`src/sv/fft8_pkg.sv`:
```
// shared types, constants and index functions for the eight-point fft
`default_nettype none

package fft8_pkg;

    // default parameter values
    localparam int SAMPLE_WIDTH_DEF = 16;
    localparam int TWIDDLE_FRAC_DEF = 15;

    // frame and memory geometry
    localparam int FRAME_LEN  = 8;
    localparam int IDX_W      = 3;
    localparam int BANK_DEPTH = 4;
    localparam int BANK_AW    = 2;

    // result item layout
    localparam int BIN_W      = 20;
    localparam int M_TDATA_W  = 48;
    localparam int TDATA_PAD  = M_TDATA_W - 2 * BIN_W - IDX_W;

    // sqrt(1/2) in 0.32 fixed point
    localparam logic [63:0] SQRT_HALF_Q32 = 64'd3037000500;

    // twiddle applied on the lower leg of a butterfly
    typedef enum logic [1:0] {
        TW_ONE   = 2'd0,
        TW_W1    = 2'd1,
        TW_NEG_J = 2'd2,
        TW_W3    = 2'd3
    } tw_t;

    // control that travels with one butterfly through the pipeline
    typedef struct packed {
        logic             vld;
        logic             frm;
        logic [IDX_W-1:0] top_addr;
        logic [IDX_W-1:0] bot_addr;
        tw_t              tw;
    } bfly_ctl_t;

    // round(sqrt(1/2) * 2^frac)
    function automatic logic [63:0] twiddle_c(input int unsigned frac);
        logic [63:0] half;
        half = 64'd1 << (31 - frac);
        return (SQRT_HALF_Q32 + half) >> (32 - frac);
    endfunction

    // three-bit bit reversal
    function automatic logic [IDX_W-1:0] bitrev3(input logic [IDX_W-1:0] i);
        return {i[0], i[1], i[2]};
    endfunction

    // upper leg index of butterfly n in stage s
    function automatic logic [IDX_W-1:0] top_index(input logic [1:0] s,
                                                   input logic [1:0] n);
        logic [IDX_W-1:0] idx;
        case (s)
            2'd0: idx = {n, 1'b0};
            2'd1: idx = {n[1], 1'b0, n[0]};
            default: idx = {1'b0, n};
        endcase
        return idx;
    endfunction

    // twiddle for the butterfly whose upper leg is top in stage s
    function automatic tw_t tw_sel(input logic [1:0] s, input logic [IDX_W-1:0] top);
        tw_t tw;
        case (s)
            2'd0: tw = TW_ONE;
            2'd1: tw = top[0] ? TW_NEG_J : TW_ONE;
            default: begin
                case (top[1:0])
                    2'd0: tw = TW_ONE;
                    2'd1: tw = TW_W1;
                    2'd2: tw = TW_NEG_J;
                    default: tw = TW_W3;
                endcase
            end
        endcase
        return tw;
    endfunction

endpackage

`default_nettype wire

```
`src/sv/fft8_frame_mem.sv`:
```
// sample frame memory: one write port, two registered read ports
`default_nettype none

module fft8_frame_mem import fft8_pkg::*; #(
    parameter int SAMPLE_WIDTH = SAMPLE_WIDTH_DEF
) (
    input  wire logic                           aclk,
    input  wire logic                           we,
    input  wire logic [IDX_W-1:0]               waddr,
    input  wire logic signed [SAMPLE_WIDTH-1:0] wdata,
    input  wire logic [IDX_W-1:0]               raddr0,
    input  wire logic [IDX_W-1:0]               raddr1,
    output logic signed [SAMPLE_WIDTH-1:0]      rdata0,
    output logic signed [SAMPLE_WIDTH-1:0]      rdata1
);

    logic signed [SAMPLE_WIDTH-1:0] mem_reg [FRAME_LEN];
    logic signed [SAMPLE_WIDTH-1:0] rdata0_reg;
    logic signed [SAMPLE_WIDTH-1:0] rdata1_reg;

    // sample write
    always_ff @(posedge aclk) begin
        if (we) begin
            mem_reg[waddr] <= wdata;
        end
    end

    // registered reads
    always_ff @(posedge aclk) begin
        rdata0_reg <= mem_reg[raddr0];
        rdata1_reg <= mem_reg[raddr1];
    end

    assign rdata0 = rdata0_reg;
    assign rdata1 = rdata1_reg;

endmodule

`default_nettype wire

```
`src/sv/fft8_work_bank.sv`:
```
// one bank of the complex work memory: one write, one registered read
`default_nettype none

module fft8_work_bank import fft8_pkg::*; #(
    parameter int DATA_W = 2 * (SAMPLE_WIDTH_DEF + 4)
) (
    input  wire logic               aclk,
    input  wire logic               we,
    input  wire logic [BANK_AW-1:0] waddr,
    input  wire logic [DATA_W-1:0]  wdata,
    input  wire logic [BANK_AW-1:0] raddr,
    output logic [DATA_W-1:0]       rdata
);

    logic [DATA_W-1:0] mem_reg [BANK_DEPTH];
    logic [DATA_W-1:0] rdata_reg;

    // write port
    always_ff @(posedge aclk) begin
        if (we) begin
            mem_reg[waddr] <= wdata;
        end
    end

    // registered read port
    always_ff @(posedge aclk) begin
        rdata_reg <= mem_reg[raddr];
    end

    assign rdata = rdata_reg;

endmodule

`default_nettype wire

```
`src/sv/fft8_bfly.sv`:
```
// radix-2 butterfly: twiddle multiply and round, register, then add and subtract
`default_nettype none

module fft8_bfly import fft8_pkg::*; #(
    parameter int ACC_W             = SAMPLE_WIDTH_DEF + 4,
    parameter int TWIDDLE_FRAC_BITS = TWIDDLE_FRAC_DEF
) (
    input  wire logic                    aclk,
    input  wire logic                    aresetn,
    input  wire bfly_ctl_t               ctl_in,
    input  wire logic signed [ACC_W-1:0] a_re,
    input  wire logic signed [ACC_W-1:0] a_im,
    input  wire logic signed [ACC_W-1:0] b_re,
    input  wire logic signed [ACC_W-1:0] b_im,
    output bfly_ctl_t                    ctl_out,
    output logic signed [ACC_W-1:0]      x0_re,
    output logic signed [ACC_W-1:0]      x0_im,
    output logic signed [ACC_W-1:0]      x1_re,
    output logic signed [ACC_W-1:0]      x1_im
);

    localparam int CW = TWIDDLE_FRAC_BITS + 1;
    localparam int SW = ACC_W + 1;
    localparam int PW = SW + CW;
    localparam logic signed [CW-1:0] TW_C = CW'(twiddle_c(TWIDDLE_FRAC_BITS));
    localparam logic signed [PW-1:0] RND  = PW'(1) << (TWIDDLE_FRAC_BITS - 1);

    logic signed [SW-1:0]    sum_p;
    logic signed [SW-1:0]    sum_m;
    logic signed [PW-1:0]    prod_p;
    logic signed [PW-1:0]    prod_m;
    logic signed [PW-1:0]    biased_p;
    logic signed [PW-1:0]    biased_m;
    logic signed [ACC_W-1:0] rnd_p;
    logic signed [ACC_W-1:0] rnd_m;
    logic signed [ACC_W-1:0] t_re;
    logic signed [ACC_W-1:0] t_im;

    bfly_ctl_t               ctl_reg;
    logic signed [ACC_W-1:0] a_re_reg;
    logic signed [ACC_W-1:0] a_im_reg;
    logic signed [ACC_W-1:0] t_re_reg;
    logic signed [ACC_W-1:0] t_im_reg;

    // scaled sums for the odd eighth-turn twiddles
    assign sum_p    = SW'(b_re) + SW'(b_im);
    assign sum_m    = SW'(b_im) - SW'(b_re);
    assign prod_p   = sum_p * TW_C;
    assign prod_m   = sum_m * TW_C;
    assign biased_p = prod_p + RND;
    assign biased_m = prod_m + RND;
    assign rnd_p    = ACC_W'(biased_p >>> TWIDDLE_FRAC_BITS);
    assign rnd_m    = ACC_W'(biased_m >>> TWIDDLE_FRAC_BITS);

    // twiddle select
    always_comb begin
        case (ctl_in.tw)
            TW_ONE: begin
                t_re = b_re;
                t_im = b_im;
            end
            TW_W1: begin
                t_re = rnd_p;
                t_im = rnd_m;
            end
            TW_NEG_J: begin
                t_re = b_im;
                t_im = -b_re;
            end
            default: begin
                t_re = rnd_m;
                t_im = -rnd_p;
            end
        endcase
    end

    // control register
    always_ff @(posedge aclk) begin
        if (!aresetn) begin
            ctl_reg <= '0;
        end else begin
            ctl_reg <= ctl_in;
        end
    end

    // operand register
    always_ff @(posedge aclk) begin
        a_re_reg <= a_re;
        a_im_reg <= a_im;
        t_re_reg <= t_re;
        t_im_reg <= t_im;
    end

    // sum and difference legs
    assign ctl_out = ctl_reg;
    assign x0_re   = a_re_reg + t_re_reg;
    assign x0_im   = a_im_reg + t_im_reg;
    assign x1_re   = a_re_reg - t_re_reg;
    assign x1_im   = a_im_reg - t_im_reg;

endmodule

`default_nettype wire

```
`src/sv/fft_8_point_radix2.sv`:
```
// eight-point radix-2 dit fft on a stream of real samples, bins in natural order
// bins follow once the butterfly stages of a frame are done; each bin is read from the
//   work memory, then loaded into the output register, and a new bin read waits for the
//   previous one to load and for a free output register; frame rate, when the next frame
//   is waiting, is set by one butterfly issue per cycle on the banked work memory, a drain
//   state after each stage and the read-then-load path of the output register
// reset: synchronous active low; clears the sample count, sequencer and valid flags
`default_nettype none

module fft_8_point_radix2 import fft8_pkg::*; #(
    parameter int SAMPLE_WIDTH      = SAMPLE_WIDTH_DEF,
    parameter int TWIDDLE_FRAC_BITS = TWIDDLE_FRAC_DEF
) (
    input  wire logic                                    aclk,
    input  wire logic                                    aresetn,
    input  wire logic                                    s_tvalid,
    output logic                                         s_tready,
    // sample_real
    input  wire logic [((SAMPLE_WIDTH + 7) / 8) * 8 - 1:0] s_tdata,
    output logic                                         m_tvalid,
    input  wire logic                                    m_tready,
    // bin_real, bin_imag, bin_index, zero pad
    output logic [M_TDATA_W-1:0]                         m_tdata,
    // last_bin
    output logic                                         m_tlast
);

    localparam int ACC_W = SAMPLE_WIDTH + 4;
    localparam int CPX_W = 2 * ACC_W;

    typedef enum logic [3:0] {
        ST_FILL  = 4'b0001,
        ST_BFLY  = 4'b0010,
        ST_DRAIN = 4'b0100,
        ST_OUT   = 4'b1000
    } state_t;

    state_t           state_reg, state_next;
    logic [IDX_W-1:0] cnt_reg, cnt_next;
    logic [1:0]       stage_reg, stage_next;
    logic [1:0]       bf_reg, bf_next;
    logic             drain_reg, drain_next;
    logic [IDX_W-1:0] bin_reg, bin_next;
    logic             pend_reg;
    logic [IDX_W-1:0] pend_idx_reg;
    logic             m_valid_reg;
    bfly_ctl_t        ctl_reg;

    logic signed [BIN_W-1:0] m_re_reg;
    logic signed [BIN_W-1:0] m_im_reg;
    logic [IDX_W-1:0]        m_idx_reg;

    logic                           s_accept;
    logic                           issue_out;
    logic [IDX_W-1:0]               top_w;
    logic [IDX_W-1:0]               bot_w;
    bfly_ctl_t                      issue_ctl;
    logic signed [SAMPLE_WIDTH-1:0] sample_w;
    logic signed [SAMPLE_WIDTH-1:0] fm_rd0;
    logic signed [SAMPLE_WIDTH-1:0] fm_rd1;

    logic [BANK_AW-1:0] b0_raddr, b1_raddr, b0_waddr, b1_waddr;
    logic [CPX_W-1:0]   b0_rd, b1_rd, b0_wd, b1_wd;
    logic [CPX_W-1:0]   a_pack, b_pack, out_pack;

    logic signed [ACC_W-1:0] a_re, a_im, b_re, b_im;
    bfly_ctl_t               wb_ctl;
    logic signed [ACC_W-1:0] x0_re, x0_im, x1_re, x1_im;
    logic                    wb_top_bank;

    // input handshake: hold off while stage one reads the frame, and on the
    // eighth sample of the next frame until the current one has left
    assign s_tready = !(state_reg == ST_BFLY && stage_reg == 2'd0)
                      && (state_reg == ST_FILL || cnt_reg != 3'd7);
    assign s_accept = s_tvalid && s_tready;
    assign sample_w = s_tdata[SAMPLE_WIDTH-1:0];

    // butterfly issue
    assign top_w = top_index(stage_reg, bf_reg);
    assign bot_w = top_w | (3'd1 << stage_reg);

    always_comb begin
        issue_ctl.vld      = (state_reg == ST_BFLY);
        issue_ctl.frm      = (stage_reg == 2'd0);
        issue_ctl.top_addr = top_w;
        issue_ctl.bot_addr = bot_w;
        issue_ctl.tw       = tw_sel(stage_reg, top_w);
    end

    // output read issue: the output register is free by the time data lands
    assign issue_out = (state_reg == ST_OUT) && !pend_reg && (!m_valid_reg || m_tready);

    // sequencer
    always_comb begin
        state_next = state_reg;
        cnt_next   = cnt_reg;
        stage_next = stage_reg;
        bf_next    = bf_reg;
        drain_next = drain_reg;
        bin_next   = bin_reg;
        if (s_accept) begin
            cnt_next = cnt_reg + 3'd1;
        end
        case (state_reg)
            ST_FILL: begin
                if (s_accept && cnt_reg == 3'd7) begin
                    state_next = ST_BFLY;
                    stage_next = 2'd0;
                    bf_next    = 2'd0;
                end
            end
            ST_BFLY: begin
                bf_next = bf_reg + 2'd1;
                if (bf_reg == 2'd3) begin
                    state_next = ST_DRAIN;
                    drain_next = 1'b0;
                end
            end
            ST_DRAIN: begin
                drain_next = 1'b1;
                if (drain_reg) begin
                    if (stage_reg == 2'd2) begin
                        state_next = ST_OUT;
                        bin_next   = '0;
                    end else begin
                        state_next = ST_BFLY;
                        stage_next = stage_reg + 2'd1;
                        bf_next    = 2'd0;
                    end
                end
            end
            ST_OUT: begin
                if (issue_out) begin
                    bin_next = bin_reg + 3'd1;
                    if (bin_reg == 3'd7) begin
                        state_next = ST_FILL;
                    end
                end
            end
            default: begin
                state_next = ST_FILL;
            end
        endcase
    end

    // control registers
    always_ff @(posedge aclk) begin
        if (!aresetn) begin
            state_reg    <= ST_FILL;
            cnt_reg      <= '0;
            stage_reg    <= '0;
            bf_reg       <= '0;
            drain_reg    <= 1'b0;
            bin_reg      <= '0;
            pend_reg     <= 1'b0;
            pend_idx_reg <= '0;
            m_valid_reg  <= 1'b0;
            ctl_reg      <= '0;
        end else begin
            state_reg    <= state_next;
            cnt_reg      <= cnt_next;
            stage_reg    <= stage_next;
            bf_reg       <= bf_next;
            drain_reg    <= drain_next;
            bin_reg      <= bin_next;
            pend_reg     <= issue_out;
            pend_idx_reg <= bin_reg;
            ctl_reg      <= issue_ctl;
            if (pend_reg) begin
                m_valid_reg <= 1'b1;
            end else if (m_tready) begin
                m_valid_reg <= 1'b0;
            end
        end
    end

    // frame buffer
    fft8_frame_mem #(
        .SAMPLE_WIDTH(SAMPLE_WIDTH)
    ) u_frame (
        .aclk  (aclk),
        .we    (s_accept),
        .waddr (cnt_reg),
        .wdata (sample_w),
        .raddr0(bitrev3(top_w)),
        .raddr1(bitrev3(bot_w)),
        .rdata0(fm_rd0),
        .rdata1(fm_rd1)
    );

    // work memory banked on index parity, so both legs of a butterfly hit
    // different banks
    always_comb begin
        if (state_reg == ST_OUT) begin
            b0_raddr = bin_reg[2:1];
            b1_raddr = bin_reg[2:1];
        end else if (^top_w) begin
            b0_raddr = bot_w[2:1];
            b1_raddr = top_w[2:1];
        end else begin
            b0_raddr = top_w[2:1];
            b1_raddr = bot_w[2:1];
        end
    end

    // write-back routing
    assign wb_top_bank = ^wb_ctl.top_addr;
    assign b0_waddr = wb_top_bank ? wb_ctl.bot_addr[2:1] : wb_ctl.top_addr[2:1];
    assign b1_waddr = wb_top_bank ? wb_ctl.top_addr[2:1] : wb_ctl.bot_addr[2:1];
    assign b0_wd    = wb_top_bank ? {x1_im, x1_re} : {x0_im, x0_re};
    assign b1_wd    = wb_top_bank ? {x0_im, x0_re} : {x1_im, x1_re};

    fft8_work_bank #(
        .DATA_W(CPX_W)
    ) u_bank0 (
        .aclk (aclk),
        .we   (wb_ctl.vld),
        .waddr(b0_waddr),
        .wdata(b0_wd),
        .raddr(b0_raddr),
        .rdata(b0_rd)
    );

    fft8_work_bank #(
        .DATA_W(CPX_W)
    ) u_bank1 (
        .aclk (aclk),
        .we   (wb_ctl.vld),
        .waddr(b1_waddr),
        .wdata(b1_wd),
        .raddr(b1_raddr),
        .rdata(b1_rd)
    );

    // operand select: real samples in stage one, work memory afterwards
    assign a_pack = (^ctl_reg.top_addr) ? b1_rd : b0_rd;
    assign b_pack = (^ctl_reg.top_addr) ? b0_rd : b1_rd;

    always_comb begin
        if (ctl_reg.frm) begin
            a_re = ACC_W'(fm_rd0);
            a_im = '0;
            b_re = ACC_W'(fm_rd1);
            b_im = '0;
        end else begin
            a_re = signed'(a_pack[ACC_W-1:0]);
            a_im = signed'(a_pack[CPX_W-1:ACC_W]);
            b_re = signed'(b_pack[ACC_W-1:0]);
            b_im = signed'(b_pack[CPX_W-1:ACC_W]);
        end
    end

    fft8_bfly #(
        .ACC_W            (ACC_W),
        .TWIDDLE_FRAC_BITS(TWIDDLE_FRAC_BITS)
    ) u_bfly (
        .aclk   (aclk),
        .aresetn(aresetn),
        .ctl_in (ctl_reg),
        .a_re   (a_re),
        .a_im   (a_im),
        .b_re   (b_re),
        .b_im   (b_im),
        .ctl_out(wb_ctl),
        .x0_re  (x0_re),
        .x0_im  (x0_im),
        .x1_re  (x1_re),
        .x1_im  (x1_im)
    );

    // output register load
    assign out_pack = pend_idx_reg[0] ^ pend_idx_reg[1] ^ pend_idx_reg[2] ? b1_rd : b0_rd;

    always_ff @(posedge aclk) begin
        if (pend_reg) begin
            m_re_reg  <= BIN_W'(signed'(out_pack[ACC_W-1:0]));
            m_im_reg  <= BIN_W'(signed'(out_pack[CPX_W-1:ACC_W]));
            m_idx_reg <= pend_idx_reg;
        end
    end

    assign m_tvalid = m_valid_reg;
    assign m_tdata  = {{TDATA_PAD{1'b0}}, m_idx_reg, m_im_reg, m_re_reg};
    assign m_tlast  = (m_idx_reg == 3'd7);

endmodule

`default_nettype wire
```
`config.mk`:
```
export PLATFORM = sky130hd
export DESIGN_NAME = fft_8_point_radix2
export DESIGN_NICKNAME = d
export VERILOG_FILES = /design/src/sv/fft8_pkg.sv /design/src/sv/fft8_frame_mem.sv /design/src/sv/fft8_work_bank.sv /design/src/sv/fft8_bfly.sv /design/src/sv/fft_8_point_radix2.sv
export SDC_FILE = /design/constraint.sdc
export NUM_CORES = 2
export LEC_CHECK = 0
export ABC_AREA = 1
export BUFFER_PORTS_ARGS = -buffer_cell sky130_fd_sc_hd__clkbuf_2
export CAP_MARGIN = 20
export CORE_MARGIN = 2
export CORE_UTILIZATION = 60
export CTS_CLUSTER_DIAMETER = 60
export DETAILED_ROUTE_END_ITERATION = 10
export PLACE_DENSITY = 0.8
export SLEW_MARGIN = 15
export SYNTH_ARGS = -nofsm -noshare
export SYNTH_HDL_FRONTEND = slang
export SYNTH_SLANG_ARGS = --single-unit
```
`constraint.sdc`:
```
create_clock -name aclk -period 10.3 [get_ports aclk]
set_input_delay 0.515 -clock aclk [delete_from_list [all_inputs] [get_ports aclk]]
set_output_delay 0.515 -clock aclk [all_outputs]
set_load 0.1 [all_outputs]
```
Word level (Yosys, flattened, before mapping)
Memories as Yosys holds them, arrays and structs flattened. A register that Yosys moved wholly into a read port is not among the register bits. Index checks and enable logic that the tools add are counted.

ROM bits: 0. Bits in writable memories: 448. Flip-flop bits (word level): 160. Logic and storage cells: 142. Latch bits: 0. Memories: 3. Output and inout bits: 51. Input port bits: 20.

Memory list: u_bank0.mem_reg (depth 4, bits a word 40, read ports 1, clocked after memory_dff 1, wr ports 1, RTL line fft8_work_bank.sv:15) `logic [DATA_W-1:0] mem_reg [BANK_DEPTH];`; u_bank1.mem_reg (depth 4, bits a word 40, read ports 1, clocked after memory_dff 1, wr ports 1, RTL line fft8_work_bank.sv:15); u_frame.mem_reg (depth 8, bits a word 16, read ports 2, clocked after memory_dff 2, wr ports 1, RTL line fft8_frame_mem.sv:17) `logic signed [SAMPLE_WIDTH-1:0] mem_reg [FRAME_LEN];`.

$add $sub $neg: 14. Reductions and logical operators: 27. Muxes and demuxes: 46. Equality and inequality tests: 22. Div/mod/pow operators: 0. Shift operators: 1. Bitwise operators: 3. Order comparisons: 0. $mul: 2.

Operators with widths (count): 40-bit 2-to-1 mux (5); 20-bit case mux with 3 select lines (2); 35-bit by 16-bit adder with 35-bit output, second input constant (2); 21-bit by 15-bit multiplier with 34-bit output, second input constant (2); 20-bit 2-to-1 mux (3); 20-bit adder (2); 20-bit negation (2); 20-bit subtractor (2); 2-bit 2-to-1 mux (12); 4-bit 2-to-1 mux (6); 20-bit by 20-bit adder with 21-bit output (1); 20-bit by 20-bit subtractor with 21-bit output (1); 4-bit case mux with 4 select lines (1); 2-bit case mux with 3 select lines (2); 3-bit case mux with 2 select lines (2); 4-bit AND reduction (3); 3-bit == test, second input constant (3); 3-bit 2-to-1 mux (3); 3-bit XOR reduction (3); 2-bit == test, second input constant (4); 2-bit != test, second input constant (4); 2-bit case mux with 2 select lines (2); 2-bit nonzero test (4); 1-bit 2-to-1 mux (7); other kinds (20) (37).

Depth between registers and ports, before layout
Depth after elaboration: 8. Depth in mapped cells: 59. Gate-level depth less buffers: 57.

Modules after synthesis
Synthesis repeated with hierarchy kept, for this count alone.

Cells, all modules: 5741. Area, all modules: 48382.7 um^2.

By module, submodules not included: fft8_bfly (sequential area each 1801.7 um^2, times used 1, area an instance 20050.5 um^2, cells each 2661); fft8_work_bank (sequential area each 5605.4 um^2, times used 2, area an instance 7583.5 um^2, cells each 675); fft8_frame_mem (sequential area each 4484.3 um^2, times used 1, area an instance 7597.3 um^2, cells each 901); fft_8_point_radix2 (sequential area each 1891.8 um^2, times used 1, area an instance 5567.8 um^2, cells each 829).

Worst setup path after synthesis
OpenSTA, ideal clock, no wires.

Path kind: reg2reg. Start point: register ctl_reg[5] (netlist name). End point: register u_bfly.t_im_reg[19]. Setup time: 112 ps. Path slack: 1193 ps. Required time: 10188 ps. Path buffers: 6. Clock period less this slack: 9107 ps. Cell stages (with the launch flop): 55. Arrival: 8995 ps. Cell sequence: dfxtp_1 xnor2_1 nand2_1 nand2_2 buf_2 buf_2 buf_1 clkbuf_1 nor2_1 nor3_1 ha_1 clkbuf_1 nor2_1 inv_1 nor4_1 a21oi_1 inv_1 nand2_1 [... 19 more ...] a31oi_1 o21ai_0 a21oi_1 nand2_1 xor2_2 inv_1 nor2_1 nand3_1 nor2_2 nand3_1 nand2_1 nand2_1 nor2_1 nand2_1 nand2_1 nand2_1 nand2_1 nand2_1.

Word-level cells in the longest chain between the ends: 8. Elaborated cells on any way between the ends: 13. Those cells by class: add/sub (6); mul (2); mux (4); reduce/logical (1).

Ends and longest elaborated chain: start: declaration (RTL line fft_8_point_radix2.sv:47) `bfly_ctl_t ctl_reg;`; start signal: assignment (RTL line fft_8_point_radix2.sv:168) `ctl_reg <= issue_ctl;`; 3-bit XOR reduction (*) (RTL line fft_8_point_radix2.sv:237) `assign b_pack = (^ctl_reg.top_addr) ? b0_rd : b1_rd;`; 40-bit 2-to-1 mux (*) (RTL line fft_8_point_radix2.sv:237); 20-bit 2-to-1 mux (RTL line fft_8_point_radix2.sv:240) `if (ctl_reg.frm) begin`; 20-bit by 20-bit adder with 21-bit output (RTL line fft8_bfly.sv:46) `assign sum_p = SW'(b_re) + SW'(b_im);`; 21-bit by 15-bit multiplier with 34-bit output (RTL line fft8_bfly.sv:48) `assign prod_p = sum_p * TW_C;`; 35-bit by 16-bit adder with 35-bit output (RTL line fft8_bfly.sv:50) `assign biased_p = prod_p + RND;`; 20-bit negation (RTL line fft8_bfly.sv:72) `t_im = -rnd_p;`; 20-bit case mux with 3 select lines (*) (RTL line fft8_bfly.sv:57) `case (ctl_in.tw)`; via u_bfly.t_im[19] (RTL line fft8_bfly.sv:37) `logic signed [ACC_W-1:0] t_im;`; end signal: assignment (RTL line fft8_bfly.sv:91) `t_im_reg <= t_im;`; end: declaration (RTL line fft8_bfly.sv:43) `logic signed [ACC_W-1:0] t_im_reg;`.

The timed path passes the listed nets; every way through them passes the cells marked *. A chain may end at the register's enable or synchronous reset.

Worst setup path after layout
Start point: register ctl_reg[5] (netlist name). End point: register u_bfly.t_im_reg[11].

The elaborated chain is that of the path after synthesis.

==> summary.txt <==
Synth
  • Post-synth EDFFs: 491
  • Post-synthesis register bit count: 718
  • Most used DFF post-synth: edfxtp_1
  • Syn Inst Count: 5057
  • Synthesized area per cell: 9.03 um^2
  • Register area share after synthesis: 42.2%
  • Mapped Area: 45700 um^2
  • Async SR Flop Fraction: 0%
  • Yosys warns: 0
  • Synth unique cells: 67

Timing
  • Worst Max-Slew Pin Slew: 1.16 ns
  • Endpoints failing setup: 0
  • Hold slack final: 0.110 ns
  • Fmax: 104 MHz
  • Max transition margin: 22.2%
  • Slew Viols, Final: 0
  • Min Tclk post-route: 9.61 ns
  • Final worst path period share: 93.3%
  • Worst Skew: 0.0516 ns
  • Fin. Hold Viols: 0

Clocking
  • Clock Latency Late Sink: 0.67 ns
  • Clock buffer count from CTS: 78
  • Max Root-Sink Buffers: 3
  • Reg clk slew, reported paths: 0.06 ns
  • CTS tree: yes
  • Clock Sink Count: 718
  • Number of hold buffers added after CTS: 0
  • CTS Root Cell: clkbuf_16
  • H-tree depth: 3

Worst setup path
  • Critical R2R Launch: ctl_reg[5]
  • CP Class: register to register
  • FF-to-FF End: u_bfly.t_im_reg[11]
  • Crit-path max FO: 33
  • CP most frequent cell: nand2_1
  • Critical path data required time: 10.78 ns
  • R2r setup slk: 0.69 ns
  • Worst setup EP type: register
  • Data arrival, critical path: 10.09 ns
  • Slowest Stage Delay on Critical Path: 0.51 ns
  • Startpoint Class: register
  • Worst path slowest cell: fa_1
  • Reg2Reg Depth: 48

Routing
  • Via-per-instance ratio: 5.97
  • Drc violations: 0
  • Antenna-violating nets left: 0
  • DR vias: 36700
  • Routed WL: 134000 um
  • Initial DRC Count: 3642
  • First-pass DRT Iterations: 9
  • WL per Instance: 21.8 um

Global route
  • Total track usage: 34.4%
  • Global-route wire length before repair: 205000 um
  • GR peak layer: met2
  • Met3 Use GR: 5.98%
  • Grt ovf: 0
  • Vias in the first global route: 36500
  • Initial antenna violation count: 4
  • Pin count of the biggest net entering global routing: 81
  • Routing usage on met1: 42.9%
  • Met2 usage in global routing: 58.4%

Run
  • # Max-Cap Violations: 0

Floorplanning
  • Num rows: 101
  • Top Ports: 71
  • Placeable Area: 75700 um^2
  • Initial Util: 60.4%
  • Die height: 280 um
  • Die area: 78400 um^2
  • Die Width: 280 um

Min path
  • Worst hold path type: input port to register
  • Worst hold start: s_tdata[9]
  • Hold EP: u_frame.mem_reg[5][9]
  • Hold Path Depth: 1

Cells and area
  • Fraction of layout cells with a size suffix above 1: 8.60%
  • Layout area overhead: 10.2%
  • Non-filler cells in the finished layout: 6154
  • Total Nets Final: 5704

Placement
  • Post-DP HPWL: 96900 um
  • Port Buffers: 65
  • Placed cell count: 6003
  • Gpl congestion: 1.03

Run status
  • Status: finished clean
-- final cells by class --
cell class,instances,area [um^2]
antenna,1,2.50
clock buffer,103,2140
clock inverter,42,667
fill,5899,25400
inverter,710,2680
multi-input combinational,3441,23300
sequential,718,19300
tap,978,1220
timing repair buffer,161,1070
-- routing by layer --
| metal | wire length [um] | vias up |
|---|---|---|
| met5 | 14 | - |
| met4 | 6720 | 2 |
| met3 | 11700 | 395 |
| met2 | 64100 | 1763 |
| met1 | 51300 | 17400 |
| li1 | - | 17100 |
-- cell families after synthesis --
logic type	after synthesis	share of synthesized area (%)
adders and majority gates	574	18.4
muxes	3	0.0685
buffers and inverters	902	7.51
other	1	0.00821
AOI/OAI and AO/OA	1029	13.2
DFF	718	42.2
xor gates and xnor gates	147	2.88
and+or+nand+nor	1683	15.7
-- repair_timing --
action,in CTS,in global routing
endpoints found under the setup margin,0,21
setup buffers,0,5
resized for setup,0,42
-- synthesized netlist by cell type, drive strengths merged, types with 2 or more instances --
master / count / area share [%]
a211oi: 17 / 0.28
a21boi: 7 / 0.12
a21o: 8 / 0.13
a21oi: 319 / 3.5
a221oi: 5 / 0.096
a31oi: 33 / 0.45
a32oi: 40 / 0.77
and2: 4 / 0.060
and3: 4 / 0.055
buf: 33 / 0.38
clkbuf: 159 / 1.3
clkinv: 3 / 0.025
dfxtp: 227 / 9.9
edfxtp: 491 / 32
fa: 162 / 7.1
ha: 412 / 11
inv: 707 / 5.8
mux2i: 2 / 0.044
nand2: 957 / 8.2
nand3: 165 / 2.0
nand3b: 13 / 0.21
nand4: 39 / 0.57
nor2: 437 / 3.9
nor3: 41 / 0.48
nor4: 9 / 0.12
o2111ai: 14 / 0.27
o211ai: 28 / 0.46
o21a: 9 / 0.15
o21ai: 419 / 4.6
o21bai: 21 / 0.35
o221ai: 17 / 0.33
o22ai: 16 / 0.22
o311ai: 2 / 0.038
o31ai: 16 / 0.26
o32ai: 56 / 1.1
or2: 13 / 0.18
xnor2: 23 / 0.46
xor2: 124 / 2.4
-- worst max-delay path: cells and delay by family (launching register included) --
kind | cells | cell delay (ns)
adder cells (fa/ha/maj) | 9 | 3.30
AND/OR/NAND/NOR | 22 | 2.89
AO/OA/AOI/OAI | 5 | 1.32
buffers and inverters | 9 | 1.06
XOR/XNOR | 3 | 0.51
flip-flops | 1 | 0.32
-- worst max-delay path by stage --
| stage | startpoint | endpoint | slack (ns) | cells past startpoint |
|---|---|---|---|---|
| final | ctl_reg[5] | u_bfly.t_im_reg[11] | 0.69 | 48 |
| after global routing | ctl_reg[5] | u_bfly.t_im_reg[19] | -0.02 | 53 |
| after CTS | ctl_reg[5] | u_bfly.t_im_reg[19] | 0.27 | 43 |
| after detailed placement | ctl_reg[5] | u_bfly.t_im_reg[16] | 0.35 | 45 |
| after global placement | ctl_reg[5] | u_bfly.t_im_reg[16] | 0.46 | 50 |
| after floorplan | ctl_reg[5] | u_bfly.t_im_reg[19] | 1.19 | 54 |
-- metrics by stage --
step	setup WS (ns)	setup TNS (ns)	utilization (%)	area [um^2]
finish	0.691	0	66.5	50300
global route	-0.0188	-0.0457	66.5	50300
CTS	0.265	0	66.2	50100
detailed placement	0.349	0	62.5	47300
global placement	0.464	0	62.5	47300
floorplan	1.19	0	-	45700
-- cells in the final DEF (no fill, tap or decap), drive strengths merged, types with 14 or more instances in the layout --
master and instances:
a211oi 17, o211ai 28, nand2 957, clkbuf 168
buf 96, dfxtp 227, nor2 437, a31oi 33
nand4 39, o32ai 56, inv 713, ha 412
o21bai 21, edfxtp 491, o22ai 16, nor3 41
xor2 124, a21oi 319, a32oi 40, o221ai 17
clkinv 22, o2111ai 14, xnor2 23, o31ai 16
nand3 165, o21ai 419, fa 162
Power is not shown: default switching activity piles up to over one toggle a cycle in this logic, so the estimate is an artifact.
